<file path="config.mk">
export PLATFORM = sky130hd
export DESIGN_NAME = tlwb_ctrl
export DESIGN_NICKNAME = d
export VERILOG_FILES = /design/src/tlwb_pkg.sv /design/src/tlwb_ctrl.sv
export SDC_FILE = /design/constraint.sdc
export NUM_CORES = 1
export LEC_CHECK = 0
export CORE_AREA = 2 2 39 41
export CTS_BUF_LIST = sky130_fd_sc_hd__clkbuf_4 sky130_fd_sc_hd__clkbuf_8
export DETAILED_ROUTE_END_ITERATION = 16
export DIE_AREA = 0 0 41 43
export DONT_BUFFER_PORTS = 1
export GPL_ROUTABILITY_DRIVEN = 1
export GPL_TIMING_DRIVEN = 1
export PLACE_DENSITY = 0.62
export SLEW_MARGIN = 20
export SYNTH_ARGS = -nofsm -noshare
export SYNTH_HDL_FRONTEND = slang
export SYNTH_SLANG_ARGS = --single-unit
</file>
<file path="constraint.sdc">
create_clock -name clk -period 2.69 [get_ports clk]
set_clock_uncertainty 0.05 [all_clocks]
set_input_delay 0 -clock clk [delete_from_list [all_inputs] [get_ports clk]]
set_output_delay 0 -clock clk [all_outputs]
set_load 0.01 [all_outputs]
</file>
<file path="src/tlwb_pkg.sv">
package tlwb_pkg;

  localparam int CFG_INDEX_W = 3;
  localparam int COST_W      = 8;
  localparam int ACC_COST_W  = 11;
  localparam int NUM_CFG     = 6;

  localparam logic [CFG_INDEX_W-1:0] CFG_L1_READ    = 3'd0;
  localparam logic [CFG_INDEX_W-1:0] CFG_L1_WRITE   = 3'd1;
  localparam logic [CFG_INDEX_W-1:0] CFG_L2_READ    = 3'd2;
  localparam logic [CFG_INDEX_W-1:0] CFG_L2_WRITE   = 3'd3;
  localparam logic [CFG_INDEX_W-1:0] CFG_DRAM_READ  = 3'd4;
  localparam logic [CFG_INDEX_W-1:0] CFG_DRAM_WRITE = 3'd5;

  localparam logic [COST_W-1:0] RST_L1_READ    = 8'd1;
  localparam logic [COST_W-1:0] RST_L1_WRITE   = 8'd1;
  localparam logic [COST_W-1:0] RST_L2_READ    = 8'd10;
  localparam logic [COST_W-1:0] RST_L2_WRITE   = 8'd10;
  localparam logic [COST_W-1:0] RST_DRAM_READ  = 8'd100;
  localparam logic [COST_W-1:0] RST_DRAM_WRITE = 8'd100;

  typedef enum logic [3:0] {
    ST_CLEAR,
    ST_IDLE,
    ST_L1_CHK,
    ST_L2_RD,
    ST_L2_CHK,
    ST_FILL,
    ST_XFER,
    ST_L1_FILL,
    ST_WREAD,
    ST_WORD
  } state_t;

  typedef enum logic [1:0] {
    PASS_FILL,
    PASS_L2_TO_TMP,
    PASS_L1_TO_L2,
    PASS_TMP_TO_L1
  } pass_kind_t;

  typedef struct packed {
    logic       clear;
    logic       accept;
    logic       l1_check;
    logic       l2_base_ld;
    logic       l2_base_victim;
    logic       l2_wr;
    logic       l2_check;
    logic       pass_start;
    pass_kind_t pass_kind;
    logic       l1_fill_meta;
    logic       word_op;
  } ctrl_cmd_t;

  typedef struct packed {
    logic clr_done;
    logic l1_hit;
    logic l1_victim_dirty;
    logic l2_hit;
    logic pass_done;
    logic out_free;
  } ctrl_sts_t;

endpackage

</file>
<file path="src/tlwb_ctrl.sv">
module tlwb_ctrl (
  input  logic                clk,
  input  logic                rst_n,
  input  logic                in_valid,
  output logic                in_stall,
  input  tlwb_pkg::ctrl_sts_t sts,
  output tlwb_pkg::ctrl_cmd_t cmd
);
  import tlwb_pkg::*;

  state_t state_r, state_nxt;
  logic   phase_r, phase_nxt;

  always_ff @(posedge clk) begin
    if (!rst_n) begin
      state_r <= ST_CLEAR;
      phase_r <= 1'b0;
    end else begin
      state_r <= state_nxt;
      phase_r <= phase_nxt;
    end
  end

  always_comb begin
    state_nxt = state_r;
    phase_nxt = phase_r;
    cmd       = '0;
    cmd.l2_wr = phase_r;
    in_stall  = (state_r != ST_IDLE);
    unique case (state_r)
      ST_CLEAR: begin
        cmd.clear = 1'b1;
        if (sts.clr_done) begin
          state_nxt = ST_IDLE;
        end
      end
      ST_IDLE: begin
        if (in_valid) begin
          cmd.accept = 1'b1;
          state_nxt  = ST_L1_CHK;
        end
      end
      ST_L1_CHK: begin
        cmd.l1_check = 1'b1;
        if (sts.l1_hit) begin
          if (sts.out_free) begin
            cmd.word_op = 1'b1;
            state_nxt   = ST_IDLE;
          end
        end else begin
          cmd.l2_base_ld = 1'b1;
          phase_nxt      = 1'b0;
          state_nxt      = ST_L2_RD;
        end
      end
      ST_L2_RD: begin
        state_nxt = ST_L2_CHK;
      end
      ST_L2_CHK: begin
        cmd.l2_check   = 1'b1;
        cmd.pass_start = 1'b1;
        if (sts.l2_hit) begin
          cmd.pass_kind = phase_r ? PASS_L1_TO_L2 : PASS_L2_TO_TMP;
          state_nxt     = ST_XFER;
        end else begin
          cmd.pass_kind = PASS_FILL;
          state_nxt     = ST_FILL;
        end
      end
      ST_FILL: begin
        if (sts.pass_done) begin
          cmd.pass_start = 1'b1;
          cmd.pass_kind  = phase_r ? PASS_L1_TO_L2 : PASS_L2_TO_TMP;
          state_nxt      = ST_XFER;
        end
      end
      ST_XFER: begin
        if (sts.pass_done) begin
          if (!phase_r && sts.l1_victim_dirty) begin
            phase_nxt          = 1'b1;
            cmd.l2_base_ld     = 1'b1;
            cmd.l2_base_victim = 1'b1;
            state_nxt          = ST_L2_RD;
          end else begin
            cmd.pass_start = 1'b1;
            cmd.pass_kind  = PASS_TMP_TO_L1;
            state_nxt      = ST_L1_FILL;
          end
        end
      end
      ST_L1_FILL: begin
        if (sts.pass_done) begin
          cmd.l1_fill_meta = 1'b1;
          state_nxt        = ST_WREAD;
        end
      end
      ST_WREAD: begin
        state_nxt = ST_WORD;
      end
      ST_WORD: begin
        if (sts.out_free) begin
          cmd.word_op = 1'b1;
          state_nxt   = ST_IDLE;
        end
      end
      default: begin
        state_nxt = ST_CLEAR;
      end
    endcase
  end

endmodule

</file>
==> summary.md <==
| Metric | Value |
|---|---|
| Final Setup Violations | 0 |
| Final Cycle Share | 74.4% |
| Area Overhead vs Synth | 8.90% |
| Max-Cap Viols | 0 |
| Commonest cells after routing, fill and taps aside | 9 x nor2_1, 9 x nand2_1, 6 x inv_1 |
| Full die area | between 1500 and 2000 um2 |
| Crit path capture type | register |
| Critical path launch point type | register |
| Layout Nets | 91 |
| Post-CTS Setup Inserts | 0 |
| Top-area cell type share of the netlist area | a little under a fifth |
| RR Endpoint | phase_r |
| Min Tclk post-route | 2.00 ns |
| Synth Register Bits | 5 |
| Switching part of the total power | between 30% and 40% |
| CP Capture Point | phase_r |
| Quantity of gates resized following cts | 0 |
| FP Rows | 14 |
| Min-Delay Path Class | in2reg |
| GP Congestion | about 0.77 |
| Initial core utilization | just under 40% |
| Clock Latency Late Sink | 0.24 ns |
| CTS tree | built |
| Placed instance area | just over 500 um2 |
| Syn_nets | 87 |
| Die X | 41 um |
| Antenna viol nets, final | 0 |
| Gr ovfl total | 0 |
| Final Max Slew Viols | 0 |
| Gate power share | between 30% and 40% |
| CP max FO | 15 |
| Status | complete, no violations |
| Initial antenna violation count | 0 |
| Util after Layout | 42.0% |
| Largest net degree at the start of global routing | 16 |
| DR DRC count | 0 |
| Critical Path AT | approximately 2.1 ns |
| Vias per inst | approximately 5.6 |
| Relative slew slack | 69.0% |
| Final Hold Fails | 0 |
| Post-synth top area cell | dfxtp_1 |
| Seq/Total Area, Yosys | between 10% and 20% |
| Inserted Clock Buffers | 3 |
| IO buf count | 0 |
| Vias in the first global route | 460 |
| Pwr Total | around 320 uW |
| Post-DP HPWL | 967 um |
| Worst Tran Pin Value | roughly 0.46 ns |
| R2R setup slack | between 0.6 and 0.7 ns |
| Clk sinks | 5 |
| Synth Instances | a little under 80 |
| Final setup TNS | 0 ns |
| Synth top area cells | dfxtp_1 19%, nand2_1 6.3%, nor2_1 6.3% |
| Total number of vias | 546 |
| CTS root buffer | clkbuf_4 |
| # IOs | 22 |
| Post-CTS Hold Buffers | 4 |
| GRT Total Usage | approximately 16% |
| Final WL | 1320 um |
| Internal power | approximately 200 uW |
| Total inserted antenna cells | 0 |
| First-pass GRT wire length | around 1900 um |
| PD cells | between 500 and 600 nW/um2 |
| RSZ-0062 raised after global routing | no |
| Sw power | 119 uW |
| Crit Path Class | reg2reg |
| Syn Area/Cell | 6.85 um2 |
| Final instance count without filler cells | 97 |
| Clk buf depth | 2 |
| Max IR drop VDD | between 0.2 and 0.25 mV |
| Clk pin slew, worst setup/hold paths | around 0.050 ns |
| Required time of the critical path | 2.76 ns |
| Origin of the worst setup path | state_r[1] |
| Routed WL per cell | 13.6 um |
| Chip height | around 43 um |
| Initial DRC Count | 12 |
| Reg-to-Reg Start | state_r[1] |
| Cells on worst reg2reg path | 5 |
| YS warnings | 0 |
| Inst Count DP | between 80 and 90 |
| P_leak | between 0.0002 and 0.00025 uW |
| Core area | 1380 um2 |
| Max Clk Rate | 0.500 GHz |
| Sequential power share | about 34% |
| H-tree levels | 1 |
| Clock group share of total power | 31.5% |
| Final Cell Area | 582 um2 |
| 1st-pass router iterations | 4 |
| Synth cell types | 29 |
| Synth Cell Area | 534 um2 |
| Share of layout cells above drive strength 1 | under 10% |
## sequential cells by signal, summed over array words and instances (netlist names)
| signal | cells |
|---|---|
| phase_r | 1 |
| state_r | 4 |
## Yosys cell counts (all sizes together)
library cell,n
mux2i,3
and2b,2
or4,1
nor3,4
dfxtp,5
a32oi,1
nand3,1
nand2b,1
nor2,9
and2,1
buf,5
nor2b,2
nand3b,2
nand2,9
inv,6
nor4,3
o22ai,1
a21oi,5
o211ai,1
o21ai,8
a22o,1
and3,4
a31oi,1
or3,2
## kinds of logic (layout without fill, tap and decap cells)
kind of cell	count (synthesis)	after routing	synth area share, %
buf+inv	11	14	12.2
mux	3	3	5.62
flops	5	5	18.7
simple gates	41	41	41.2
compound gates	18	18	22.2
## routing by layer
| layer | track usage, % | vias up | share of wire, % |
|---|---|---|---|
| met5 | 0 | - | 0 |
| met4 | 10.0 | 0 | 1.6 |
| met3 | 4.71 | 4 | 6.7 |
| met2 | 23.8 | 18 | 46 |
| met1 | 20.0 | 241 | 45 |
| li1 | - | 283 | - |
## per-stage QoR
step | worst slack, ns | hold slack [ns]
after floorplan | 1.38 | 0.0521
after CTS | 0.717 | 0.0171
after global placement | 1.09 | 0.0596
after global routing | 0.559 | 0.0300
after detailed placement | 1.10 | 0.0585
final | 0.689 | 0.0245
## final cells by class
cell class	count	area (um2)
clock buffer	4	30.0
fill	155	802
inverter	6	22.5
multi-input combinational	62	369
sequential	5	100
tap	16	20.0
timing repair buffer	4	40.0
## power groups by stage
stage / clock network [uW] / registers (uW) / logic, uW
after floorplan: 0 / 90.1 / 115
after global placement: 0 / 108 / 102
after detailed placement: 0 / 110 / 102
after CTS: 103 / 108 / 109
after global routing: 110 / 110 / 121
final: 99.7 / 109 / 109
## worst min-delay path by stage
stage	start	to	slack, ns	cells after the start
floorplan	sts[4]	cmd[8]	0.05	1
global placement	sts[4]	cmd[8]	0.06	1
detailed placement	sts[4]	cmd[8]	0.06	1
CTS	sts[0]	state_r[3]	0.02	3
global route	sts[1]	state_r[0]	0.03	3
finish	sts[1]	state_r[2]	0.02	3
## critical path, cell delays in order, from the launching register on
cell           delay [ns]
dfxtp_1              0.60
nor2b_1              0.30
nand2_1              0.13
o21ai_0              0.19
nor2_1               0.06
dlygate4sd3_1        0.55
No activity file was read; power rests on OpenSTA's default activity.
